### config.mk
export PLATFORM = sky130hd
export DESIGN_NAME = servo_pulse_ramp_core
export DESIGN_NICKNAME = d
export VERILOG_FILES = /design/src/rtl/core/spr_pkg.sv /design/src/rtl/core/spr_div.sv /design/src/rtl/core/servo_pulse_ramp_core.sv
export SDC_FILE = /design/constraint.sdc
export NUM_CORES = 1
export LEC_CHECK = 0
export BUFFER_PORTS_ARGS = -buffer_cell sky130_fd_sc_hd__buf_4
export CAP_MARGIN = 20
export CELL_PAD_IN_SITES_DETAIL_PLACEMENT = 0
export CELL_PAD_IN_SITES_GLOBAL_PLACEMENT = 1
export CORE_UTILIZATION = 54
export DETAILED_ROUTE_END_ITERATION = 6
export PLACE_DENSITY = 0.92
export SYNTH_ARGS = -nofsm -noshare
export SYNTH_HDL_FRONTEND = slang
export SYNTH_SLANG_ARGS = --single-unit
export TNS_END_PERCENT = 100
### constraint.sdc
create_clock -name clk -period 20.4 [get_ports clk]
set_input_delay 2.04 -clock clk [delete_from_list [all_inputs] [get_ports clk]]
set_output_delay 2.04 -clock clk [all_outputs]
set_load 0.005 [all_outputs]
### src/rtl/core/spr_pkg.sv
// ----------------------------------------------------------------------------
// spr_pkg
// Shared types and constants for the servo pulse ramp core.
// ----------------------------------------------------------------------------
package spr_pkg;

	localparam int WIDTH_W   = 12;
	localparam int DUR_W     = 16;
	localparam int CNT_W     = 12;
	localparam int MODE_W    = 2;
	localparam int CFG_IDX_W = 2;
	// |delta| * step * period fits in 29 bits
	localparam int PROD_W    = 29;
	localparam int DIV_CNT_W = 5;

	localparam int STEP_PERIOD_MS = 20;

	localparam logic [WIDTH_W-1:0] LIMIT_A_RST = WIDTH_W'(500);
	localparam logic [WIDTH_W-1:0] LIMIT_B_RST = WIDTH_W'(2500);
	localparam logic [WIDTH_W-1:0] WIDTH_RST   = WIDTH_W'(1500);
	localparam logic [DUR_W-1:0]   DUR_MIN     = DUR_W'(STEP_PERIOD_MS);

	localparam logic [CFG_IDX_W-1:0] REG_LIMIT_A = 2'd0;
	localparam logic [CFG_IDX_W-1:0] REG_LIMIT_B = 2'd1;

	typedef enum logic [MODE_W-1:0] {
		MODE_TICK   = 2'd0,
		MODE_SMOOTH = 2'd1,
		MODE_JUMP   = 2'd2,
		MODE_RSVD   = 2'd3
	} mode_t;

	typedef enum logic [2:0] {
		ST_IDLE,
		ST_MUL,
		ST_DSTART,
		ST_DIV,
		ST_FIN,
		ST_OUT
	} state_t;

	// handshake between sequencer and serial divider
	typedef struct packed {
		logic              start;
		logic [PROD_W-1:0] dividend;
		logic [DUR_W-1:0]  divisor;
	} div_req_t;

	typedef struct packed {
		logic              done;
		logic [PROD_W-1:0] quotient;
	} div_rsp_t;

endpackage

### src/rtl/core/spr_div.sv
// ----------------------------------------------------------------------------
// spr_div
// Restoring serial divider, one quotient bit per cycle.
// ----------------------------------------------------------------------------
module spr_div (
	input  logic              clk,
	input  logic              arst_n,
	input  spr_pkg::div_req_t req,
	output spr_pkg::div_rsp_t rsp
);

	logic                              busy_q;
	logic                              done_q;
	logic [spr_pkg::DIV_CNT_W-1:0]     cnt_q;
	logic [spr_pkg::DUR_W-1:0]         rem_q;
	logic [spr_pkg::PROD_W-1:0]        quo_q;
	logic [spr_pkg::DUR_W-1:0]         dvs_q;
	logic [spr_pkg::DUR_W:0]           trial;
	logic                              fits;

	assign trial = {rem_q, quo_q[spr_pkg::PROD_W-1]};
	assign fits  = trial >= {1'b0, dvs_q};

	always_ff @(posedge clk or negedge arst_n) begin
		if (!arst_n) begin
			busy_q <= 1'b0;
			done_q <= 1'b0;
			cnt_q  <= '0;
		end else begin
			done_q <= 1'b0;
			if (req.start) begin
				busy_q <= 1'b1;
				cnt_q  <= spr_pkg::DIV_CNT_W'(spr_pkg::PROD_W - 1);
			end else if (busy_q) begin
				cnt_q <= cnt_q - 1'b1;
				if (cnt_q == '0) begin
					busy_q <= 1'b0;
					done_q <= 1'b1;
				end
			end
		end
	end

	always_ff @(posedge clk) begin
		if (req.start) begin
			rem_q <= '0;
			quo_q <= req.dividend;
			dvs_q <= req.divisor;
		end else if (busy_q) begin
			// dividend bits shift out the top while quotient bits enter below
			if (fits) begin
				rem_q <= spr_pkg::DUR_W'(trial - {1'b0, dvs_q});
			end else begin
				rem_q <= trial[spr_pkg::DUR_W-1:0];
			end
			quo_q <= {quo_q[spr_pkg::PROD_W-2:0], fits};
		end
	end

	assign rsp.done     = done_q;
	assign rsp.quotient = quo_q;

endmodule

### src/rtl/core/servo_pulse_ramp_core.sv
// ----------------------------------------------------------------------------
// servo_pulse_ramp_core
// Linear pulse-width ramp for a hobby servo with clamp limits.
// ----------------------------------------------------------------------------
//  channel   | dir | handshake               | payload
//  s_axis    | in  | s_axis_tvalid/tready    | tuser: mode; tdata: target, duration
//  m_axis    | out | m_axis_tvalid/tready    | tdata: pulse_width, moving, move_done
//  cfg       | in  | cfg_valid/cfg_ready     | cfg_index, cfg_data (limits)
//
// commands that need no ramp step go straight from idle to the output state; a ramp
// step passes through the multiply state and then the 29-bit serial divide (one
// quotient bit per cycle) before its result is taken into the output register
// one item is in work at a time; the input is ready again once the result
// is handed to the output register, which holds while m_axis_tready is low
// reset restores the default limits, width 1500 and no active ramp
module servo_pulse_ramp_core (
	input  logic        clk,
	input  logic        arst_n,
	input  logic        s_axis_tvalid,
	output logic        s_axis_tready,
	input  logic [31:0] s_axis_tdata,   // [11:0] target_width, [27:12] duration_ms
	input  logic [1:0]  s_axis_tuser,   // [1:0] mode
	output logic        m_axis_tvalid,
	input  logic        m_axis_tready,
	output logic [15:0] m_axis_tdata,   // [11:0] pulse_width, [12] moving, [13] move_done
	input  logic        cfg_valid,
	output logic        cfg_ready,
	input  logic [1:0]  cfg_index,
	input  logic [11:0] cfg_data
);

	localparam int W = spr_pkg::WIDTH_W;

	spr_pkg::state_t state_q, state_d;

	logic [W-1:0]              limit_a_q, limit_b_q;
	logic [W-1:0]              cur_q, start_q, goal_q;
	logic [spr_pkg::DUR_W-1:0] dur_q;
	logic [spr_pkg::CNT_W-1:0] step_q;
	logic                      active_q;
	logic                      done_q;
	logic [spr_pkg::PROD_W-1:0] prod_q;

	logic                      out_valid_q;
	logic [15:0]               out_data_q;

	logic                      in_fire;
	logic                      out_load;
	logic                      step_needed;
	spr_pkg::mode_t            mode;
	logic [W-1:0]              target;
	logic [spr_pkg::DUR_W-1:0] duration;
	logic [W-1:0]              lo, hi;
	logic [W-1:0]              target_clamped;
	logic [W-1:0]              mag;
	logic                      neg;
	logic [2*W-1:0]            mul;
	logic [W-1:0]              qcap;
	logic [W-1:0]              next_w;
	logic [W-1:0]              next_clamped;

	spr_pkg::div_req_t div_req;
	spr_pkg::div_rsp_t div_rsp;

	function automatic logic [W-1:0] clamp(input logic [W-1:0] w,
		input logic [W-1:0] l, input logic [W-1:0] h);
		logic [W-1:0] r;
		r = w;
		if (w < l) r = l;
		else if (w > h) r = h;
		return r;
	endfunction

	assign mode     = spr_pkg::mode_t'(s_axis_tuser);
	assign target   = s_axis_tdata[11:0];
	assign duration = s_axis_tdata[27:12];

	assign lo = (limit_a_q < limit_b_q) ? limit_a_q : limit_b_q;
	assign hi = (limit_a_q < limit_b_q) ? limit_b_q : limit_a_q;
	assign target_clamped = clamp(target, lo, hi);

	assign in_fire   = s_axis_tvalid && s_axis_tready;
	assign cfg_ready = 1'b1;

	// a tick or a smooth move that really ramps needs the multiply and divide
	always_comb begin
		step_needed = 1'b0;
		unique case (mode)
			spr_pkg::MODE_TICK:   step_needed = active_q && (goal_q != cur_q);
			spr_pkg::MODE_SMOOTH: step_needed = (target_clamped != cur_q);
			spr_pkg::MODE_JUMP:   step_needed = 1'b0;
			spr_pkg::MODE_RSVD:   step_needed = 1'b0;
			default:              step_needed = 1'b0;
		endcase
	end

	// ramp arithmetic
	assign neg = goal_q < start_q;
	assign mag = neg ? (start_q - goal_q) : (goal_q - start_q);
	assign mul = mag * step_q;
	assign qcap = (div_rsp.quotient >= {{(spr_pkg::PROD_W-W){1'b0}}, mag})
		? mag : div_rsp.quotient[W-1:0];
	assign next_w = neg ? (start_q - qcap) : (start_q + qcap);
	assign next_clamped = clamp(next_w, lo, hi);

	spr_div u_div (
		.clk    (clk),
		.arst_n (arst_n),
		.req    (div_req),
		.rsp    (div_rsp)
	);

	// sequencer
	always_ff @(posedge clk or negedge arst_n) begin
		if (!arst_n) begin
			state_q <= spr_pkg::ST_IDLE;
		end else begin
			state_q <= state_d;
		end
	end

	always_comb begin
		state_d          = state_q;
		s_axis_tready    = 1'b0;
		div_req.start    = 1'b0;
		div_req.dividend = prod_q;
		div_req.divisor  = dur_q;
		out_load         = 1'b0;
		unique case (state_q)
			spr_pkg::ST_IDLE: begin
				s_axis_tready = 1'b1;
				if (s_axis_tvalid) begin
					state_d = step_needed ? spr_pkg::ST_MUL : spr_pkg::ST_OUT;
				end
			end
			spr_pkg::ST_MUL: begin
				state_d = spr_pkg::ST_DSTART;
			end
			spr_pkg::ST_DSTART: begin
				div_req.start = 1'b1;
				state_d = spr_pkg::ST_DIV;
			end
			spr_pkg::ST_DIV: begin
				if (div_rsp.done) begin
					state_d = spr_pkg::ST_FIN;
				end
			end
			spr_pkg::ST_FIN: begin
				state_d = spr_pkg::ST_OUT;
			end
			spr_pkg::ST_OUT: begin
				if (!out_valid_q || m_axis_tready) begin
					out_load = 1'b1;
					state_d  = spr_pkg::ST_IDLE;
				end
			end
			default: state_d = spr_pkg::ST_IDLE;
		endcase
	end

	// control state
	always_ff @(posedge clk or negedge arst_n) begin
		if (!arst_n) begin
			limit_a_q   <= spr_pkg::LIMIT_A_RST;
			limit_b_q   <= spr_pkg::LIMIT_B_RST;
			cur_q       <= spr_pkg::WIDTH_RST;
			start_q     <= '0;
			goal_q      <= spr_pkg::WIDTH_RST;
			dur_q       <= '0;
			step_q      <= '0;
			active_q    <= 1'b0;
			done_q      <= 1'b0;
			out_valid_q <= 1'b0;
		end else begin
			if (cfg_valid && cfg_ready) begin
				if (cfg_index == spr_pkg::REG_LIMIT_A) begin
					limit_a_q <= cfg_data;
				end else if (cfg_index == spr_pkg::REG_LIMIT_B) begin
					limit_b_q <= cfg_data;
				end
			end

			if (in_fire) begin
				done_q <= 1'b0;
				unique case (mode)
					spr_pkg::MODE_TICK: begin
						if (active_q) begin
							if (goal_q == cur_q) begin
								active_q <= 1'b0;
								done_q   <= 1'b1;
							end else if (step_q != '1) begin
								step_q <= step_q + 1'b1;
							end
						end
					end
					spr_pkg::MODE_SMOOTH: begin
						start_q <= cur_q;
						goal_q  <= target_clamped;
						if (target_clamped != cur_q) begin
							dur_q    <= (duration < spr_pkg::DUR_MIN) ? spr_pkg::DUR_MIN
								: duration;
							step_q   <= spr_pkg::CNT_W'(1);
							active_q <= 1'b1;
						end
					end
					spr_pkg::MODE_JUMP: begin
						if (target != cur_q) begin
							cur_q <= target_clamped;
						end
					end
					spr_pkg::MODE_RSVD: begin
					end
					default: begin
					end
				endcase
			end

			if (state_q == spr_pkg::ST_FIN && next_w != cur_q) begin
				cur_q <= next_clamped;
			end

			if (out_load) begin
				out_valid_q <= 1'b1;
			end else if (m_axis_tready) begin
				out_valid_q <= 1'b0;
			end
		end
	end

	// datapath registers
	always_ff @(posedge clk) begin
		if (state_q == spr_pkg::ST_MUL) begin
			// times the 20 ms step period as x*16 + x*4
			prod_q <= {{(spr_pkg::PROD_W-2*W-4){1'b0}}, mul, 4'b0000}
				+ {{(spr_pkg::PROD_W-2*W-2){1'b0}}, mul, 2'b00};
		end
		if (out_load) begin
			out_data_q <= {2'b00, done_q, active_q, cur_q};
		end
	end

	assign m_axis_tvalid = out_valid_q;
	assign m_axis_tdata  = out_data_q;

endmodule

# Word level (Yosys, flattened, before mapping)
# Cells that the tools add are included.
dict set report classes {
  addsub 8
  multipliers 1
  magnitude_cmp 9
  n_eq_ne 22
  muxes 49
  n_bitwise 1
  n_reduce_logical 24
}
# cell n
set ops {}
lappend ops {{$mux 12} 17}
lappend ops {{$mux 29} 2}
lappend ops {{$lt 12x12->1} 4}
lappend ops {{$ne 12x12->1} 4}
lappend ops {{$sub 12x12->12} 3}
lappend ops {{$mux 16} 2}
lappend ops {{$add 28x26->29} 1}
lappend ops {{$ge 29x12->1} 1}
lappend ops {{$gt 12x12->1} 2}
lappend ops {{$mul 12x12->24} 1}
lappend ops {{$pmux 12 s2} 1}
lappend ops {{$mux 1} 18}
lappend ops {{$pmux 3 s6} 1}
lappend ops {{$ge 17x16->1} 1}
lappend ops {{$lt 16x5->1 const B} 1}
lappend ops {{$sub 16x16->16} 1}
lappend ops {{$reduce_and 3->1} 5}
lappend ops {{$add 12x1->12 const B} 1}
lappend ops {{$add 12x12->12} 1}
lappend ops {{$eq 12x12->1} 1}
lappend ops {{$mux 3} 4}
lappend ops {{$ne 12x12->1 const B} 1}
lappend ops {{$ne 2x2->1 const B} 6}
lappend ops {{$reduce_bool 2->1} 6}
lappend ops {{other kinds (20)} 29}
dict set report word_totals {
  ff_bits 205
  in_bits 53
  output_inout_bits 19
  elab_cells 133
}

# Longest topological paths before layout
dict set report logic_depth {
  depth_word 10
  depth_mapped 46
  depth_no_buf 43
}

# Cells and area by module
# From an unflattened synthesis, not the netlist that was laid out.
dict set report unflattened {
  hier_cells 2136
  hier_area_um2 19879.1
}
# mod instances cells_per_inst area_per_inst_um2 seq_area_each_um2
set by_module_without_submodules {}
lappend by_module_without_submodules {servo_pulse_ramp_core 1 1825 16216.8 3614.7}
lappend by_module_without_submodules {spr_div 1 311 3662.3 1846.8}

# Least setup slack after synthesis
# No wires, ideal clock.
dict set report synth_path {
  path_kind {register to register}
  startpoint {reg goal_q[0]}
  endpoint {reg cur_q[11]}
  setup_ps 128
  arrival_ps 8799
  t_required_ps 20272
  slack_ps 11473
  stages_incl_launch_ff 45
  path_buffers 4
  synth_period_minus_slack_ps 8927
  path_cell_list {dfrtp_1 inv_1 ha_1 inv_1 fa_1 a211oi_2 o21ai_2 a31oi_4 mux2i_1 xor2_1 clkbuf_1 inv_1 ha_1 o211a_1 o2111ai_1 a21oi_1 o31ai_1 a21oi_1 (+9 left out) a21oi_1 o21ai_1 a21oi_1 nor2b_1 o21a_1 o41a_1 xnor2_1 xnor2_2 xor2_1 ha_1 nand4_1 nor3_1 a221o_1 a31oi_1 clkbuf_1 a21oi_1 o31a_1 mux2_1}
}
dict set report synth_via {
  elab_chain_cells 10
  word_cells_on_any_way 20
  classes_between {add/sub: 4; order compare: 4; eq/ne: 1; mux: 6; reduce/logical: 5}
}
# item line_no
set synth_rtl {}
lappend synth_rtl {{start: declaration} servo_pulse_ramp_core.sv:37} ;# logic [W-1:0] cur_q, start_q, goal_q;
lappend synth_rtl {{start signal: assignment} servo_pulse_ramp_core.sv:168} ;# goal_q <= spr_pkg::WIDTH_RST;
lappend synth_rtl {{start signal: assignment} servo_pulse_ramp_core.sv:198} ;# goal_q <= target_clamped;
lappend synth_rtl {{$sub 12x12->12 / $lt 12x12->1 (equally long branches)} {servo_pulse_ramp_core.sv:99, servo_pulse_ramp_core.sv:98}}
lappend synth_rtl {{$mux 12} servo_pulse_ramp_core.sv:99} ;# assign mag = neg ? (start_q - goal_q) : (goal_q - start_q);
lappend synth_rtl {{$ge 29x12->1} servo_pulse_ramp_core.sv:101} ;# assign qcap = (div_rsp.quotient >= {{(spr_pkg::PROD_W-W){1'b0}}, mag})
lappend synth_rtl {{$mux 12} servo_pulse_ramp_core.sv:102} ;# ? mag : div_rsp.quotient[W-1:0];
lappend synth_rtl {{$add 12x12->12 / $sub 12x12->12 (equally long branches)} servo_pulse_ramp_core.sv:103} ;# assign next_w = neg ? (start_q - qcap) : (start_q + qcap);
lappend synth_rtl {{$mux 12 (*)} servo_pulse_ramp_core.sv:103}
lappend synth_rtl {{$gt 12x12->1 / $ne 12x12->1 (equally long branches)} {servo_pulse_ramp_core.sv:70, servo_pulse_ramp_core.sv:218}}
lappend synth_rtl {{$mux 12 / $logic_and 1x1->1 (equally long branches)} {servo_pulse_ramp_core.sv:70, servo_pulse_ramp_core.sv:218}}
lappend synth_rtl {{$mux 12 / $reduce_bool 2->1 (equally long branches)} n/a}
lappend synth_rtl {{$mux 12 / $reduce_and 3->1 (equally long branches)} n/a}
lappend synth_rtl {{end signal: assignment} servo_pulse_ramp_core.sv:166} ;# cur_q <= spr_pkg::WIDTH_RST;
lappend synth_rtl {{end signal: assignment} servo_pulse_ramp_core.sv:208} ;# cur_q <= target_clamped;
lappend synth_rtl {{end signal: assignment} servo_pulse_ramp_core.sv:219} ;# cur_q <= next_clamped;
lappend synth_rtl {{end: declaration} servo_pulse_ramp_core.sv:37}
# Every way passes the cells marked *; elsewhere a longest branch is shown, timed or not.
# A chain may end at the register's enable or synchronous reset.

# Final worst setup path
dict set report layout_path {
  startpoint {reg start_q[1]}
  endpoint {reg cur_q[0]}
}
dict set report layout_via {
  elab_chain_cells 10
  word_cells_on_any_way 20
  classes_between {add/sub: 4; order compare: 4; eq/ne: 1; mux: 6; reduce/logical: 5}
}
# item line_no
set layout_rtl {}
lappend layout_rtl {{start: declaration} servo_pulse_ramp_core.sv:37}
lappend layout_rtl {{start signal: assignment} servo_pulse_ramp_core.sv:197} ;# start_q <= cur_q;
lappend layout_rtl {{$sub 12x12->12 / $lt 12x12->1 (equally long branches)} {servo_pulse_ramp_core.sv:99, servo_pulse_ramp_core.sv:98}}
lappend layout_rtl {{$mux 12} servo_pulse_ramp_core.sv:99}
lappend layout_rtl {{$ge 29x12->1} servo_pulse_ramp_core.sv:101}
lappend layout_rtl {{$mux 12} servo_pulse_ramp_core.sv:102}
lappend layout_rtl {{$add 12x12->12 / $sub 12x12->12 (equally long branches)} servo_pulse_ramp_core.sv:103}
lappend layout_rtl {{$mux 12 (*)} servo_pulse_ramp_core.sv:103}
lappend layout_rtl {{$gt 12x12->1 / $ne 12x12->1 (equally long branches)} {servo_pulse_ramp_core.sv:70, servo_pulse_ramp_core.sv:218}}
lappend layout_rtl {{$mux 12 / $logic_and 1x1->1 (equally long branches)} {servo_pulse_ramp_core.sv:70, servo_pulse_ramp_core.sv:218}}
lappend layout_rtl {{$mux 12 / $reduce_bool 2->1 (equally long branches)} n/a}
lappend layout_rtl {{$mux 12 / $reduce_and 3->1 (equally long branches)} n/a}
# Marks and branches as above.

==> metrics.md <==
| Metric | Value |
|---|---|
| Post-DP HPWL | `40.76 mm` |
| Area taken by multi-input logic gates | `0.01304 mm^2` |
| Finish-stage setup viols | `0` |
| Routed len/inst | `19.12 um` |
| Worst reg2reg path depth | `41` |
| Worst Setup End Kind | `flip-flop` |
| H-tree Lvls | `1` |
| Synth cell types | `101` |
| Commonest cells after routing, fill and taps aside | `289 x nand2_1, 266 x inv_1, 207 x ha_1` |
| CP Launch Type | `flip-flop` |
| Antenna cell count | `0` |
| Starting density of the core | `0.5544` |
| Final antenna-violating net count | `0` |
| Crit path launch | `start_q[1]` |
| Share of cells above drive strength 1 | `0.1018` |
| TritonCTS buffer count | `23` |
| Most used cell, CP | `a21oi_1` |
| Hold Path Class | `reg -> reg` |
| Slack of the worst reg-to-reg path | `9.44 ns` |
| Worst Path Arrival | `11.35 ns` |
| Most common cell after layout, fill and taps aside | `nand2_1` |
| Max-slew violations | `0` |
| CTS clock-pin slew for the worst setup and hold paths | `0.07 ns` |
| Critical path fanouts, max | `31` |
| Achievable Freq | `0.09127 GHz` |
| Register area share after synthesis | `0.2743` |
| Grt ovf | `0` |
| Total wire length | `52.57 mm` |
| DIE HEIGHT | `194.0 um` |
| Clk_skew | `0.02543 ns` |
| Mapped cell area | `0.01991 mm^2` |
| I/O pins | `72` |
| Global-route wire length before repair | `85.10 mm` |
| Initial antenna violation count | `0` |
| Top_reg_cell synth | `edfxtp_1` |
| Post-synth EDFFs | `86` |
| Seq cells post-synth | `203` |
| Least-Margin Pin Slew | `1.154 ns` |
| Hold buffers post-CTS | `0` |
| RSZ-0062 raised after global routing | `no` |
| Final hold violations | `0` |
| Post-CTS sizing | `0` |
| Overall routing resource usage | `0.2831` |
| Core box area | `0.03591 mm^2` |
| Reg-to-Reg Start | `start_q[1]` |
| Flip-flop and latch area | `0.005461 mm^2` |
| Kind of critical path | `reg -> reg` |
| PortBufs | `64` |
| Drt drc | `0` |
| Fillers | `3,173` |
| Total setup buffers inserted after CTS | `0` |
| Vias in the first global route | `15,900` |
| Slew headroom | `0.2223` |
| First-pass DRT Iterations | `6` |
| Deepest clock path buffer count | `3` |
| # rows | `69` |
| Cells after Synth | `2,256` |
| Die X | `194.0 um` |
| Reg2Reg Capture Point | `cur_q[0]` |
| Crit-path slowest cell | `xor2_1` |
| Root Buffer | `clkbuf_16` |
| Starting DRT DRC Count | `1,375` |
| Run status | `completed` |
| Final worst-path cycle share | `0.5371` |
| Setup TNS | `0 ns` |
| Critical Path End | `cur_q[0]` |
| Max Cap Violations | `0` |
| CTS tree | `done` |
| Total die area | `0.03764 mm^2` |
| Clock sink total | `203` |
| Tmin final | `10.96 ns` |
| Syn Area/Cell | `8.826 um^2` |
| Layout area overhead | `7.931%` |
| Clk_lat worst skew | `0.55 ns` |
| Max incr delay on CP | `0.67 ns` |
| Final #Nets | `2,636` |
| Crit path required time | `20.79 ns` |
| Final Wtd Congestion | `0.9588` |
| Vias per cell | `5.844` |
| Ys async rst share | `0.4975` |
| Via count | `16,070` |
| Largest net degree at the start of global routing | `61` |
| Yosys warns | `0` |
==> critical path: cells and delay by family (launching register included) <==
family	cells	cell delay, ns
AO/OA/AOI/OAI	21	4.93
adder cells (fa/ha/maj)	5	1.86
XOR/XNOR	4	1.38
buffers and inverters	4	1.06
AND/OR/NAND/NOR	5	0.56
flip-flops	1	0.55
multiplexers	2	0.44
==> cell usage after synthesis (all sizes together) (8+ instances only) <==
| library cell | instances | area share |
|---|---|---|
| a211oi | 21 | 0.0089 |
| a21boi | 8 | 0.0030 |
| a21o | 44 | 0.017 |
| a21oi | 141 | 0.036 |
| a31oi | 20 | 0.0074 |
| and2 | 14 | 0.0044 |
| and3 | 19 | 0.0062 |
| buf | 26 | 0.0078 |
| clkbuf | 69 | 0.013 |
| dfrtp | 76 | 0.096 |
| dfstp | 25 | 0.033 |
| dfxtp | 16 | 0.016 |
| edfxtp | 86 | 0.13 |
| fa | 105 | 0.11 |
| ha | 207 | 0.13 |
| inv | 269 | 0.051 |
| mux2 | 46 | 0.026 |
| mux2i | 45 | 0.023 |
| nand2 | 291 | 0.055 |
| nand2b | 29 | 0.0091 |
| nand3 | 44 | 0.011 |
| nand4 | 22 | 0.0069 |
| nor2 | 149 | 0.028 |
| nor2b | 27 | 0.0085 |
| nor3 | 36 | 0.010 |
| nor4 | 11 | 0.0038 |
| o211ai | 9 | 0.0036 |
| o21a | 16 | 0.0060 |
| o21ai | 128 | 0.033 |
| o21bai | 8 | 0.0030 |
| o22ai | 10 | 0.0031 |
| o31ai | 8 | 0.0030 |
| or2 | 9 | 0.0028 |
| or3 | 9 | 0.0028 |
| xnor2 | 83 | 0.037 |
| xor2 | 45 | 0.021 |
==> worst min-delay path by stage <==
stage | startpoint | end | slack (ns) | cells after the start
finish | dur_q[6] | u_div.dvs_q[6] | 0.44 | 0
global route | dur_q[6] | u_div.dvs_q[6] | 0.46 | 0
CTS | dur_q[6] | u_div.dvs_q[6] | 0.44 | 0
detailed placement | dur_q[6] | u_div.dvs_q[6] | 0.43 | 0
global placement | dur_q[5] | u_div.dvs_q[5] | 0.43 | 0
floorplan | dur_q[10] | u_div.dvs_q[10] | 0.42 | 0
==> cell families (layout without fill, tap and decap cells) <==
group,count (synthesis),count (layout),synth area share
buffers and inverters,366,397,0.07195
flip-flops,203,203,0.2743
XOR/XNOR,129,129,0.05857
adder cells (fa/ha/maj),312,312,0.2357
AND/OR/NAND/NOR,680,680,0.1577
other,2,3,0.0003772
multiplexers,91,91,0.04864
AO/OA/AOI/OAI,473,473,0.1528
==> final cells by class <==
class | count | area share
Multi-Input combinational cell | 1688 | 0.6069
Tap cell | 461 | 0.02684
Clock inverter | 11 | 0.003552
Sequential cell | 203 | 0.2541
Clock buffer | 31 | 0.03004
Inverter | 271 | 0.04734
Timing Repair Buffer | 84 | 0.03121
==> sequential cells by signal (all words and copies together) (netlist names) <==
name and flops:
u_div.busy_q 1, m_axis_tvalid 1, u_div.dvs_q 16, dur_q 16, goal_q 12, prod_q 27, limit_b_q 12, active_q 1
m_axis_tdata 14, u_div.quo_q 29, limit_a_q 12, state_q 3, done_q 1, u_div.cnt_q 5, u_div.rem_q 16, cur_q 12
start_q 12, step_q 12, u_div.done_q 1
==> per-stage QoR <==
stage / utilization / worst slack [ns] / hold slack, ns / area [um^2] / instances
4_1_cts: 0.5974 / 9.451 / 0.4416 / 21450 / 2747
3_3_place_gp: 0.5765 / 9.495 / 0.4262 / 20700 / 2704
5_1_grt: 0.5983 / 8.598 / 0.4572 / 21490 / 2749
3_5_place_dp: 0.5773 / 9.588 / 0.4279 / 20730 / 2705
6_report: 0.5983 / 9.444 / 0.4438 / 21490 / 2749
2_1_floorplan: - / 11.47 / 0.4178 / 19910 / 2257
==> per-layer routing <==
metal  part of all wire  global-route usage
met1               0.43              0.3666
met3              0.055             0.02974
met2               0.47              0.4759
met4              0.047              0.1340
met5                  0                   0
Power is not shown: default switching activity piles up to over one toggle a cycle in this logic, so the estimate is an artifact.
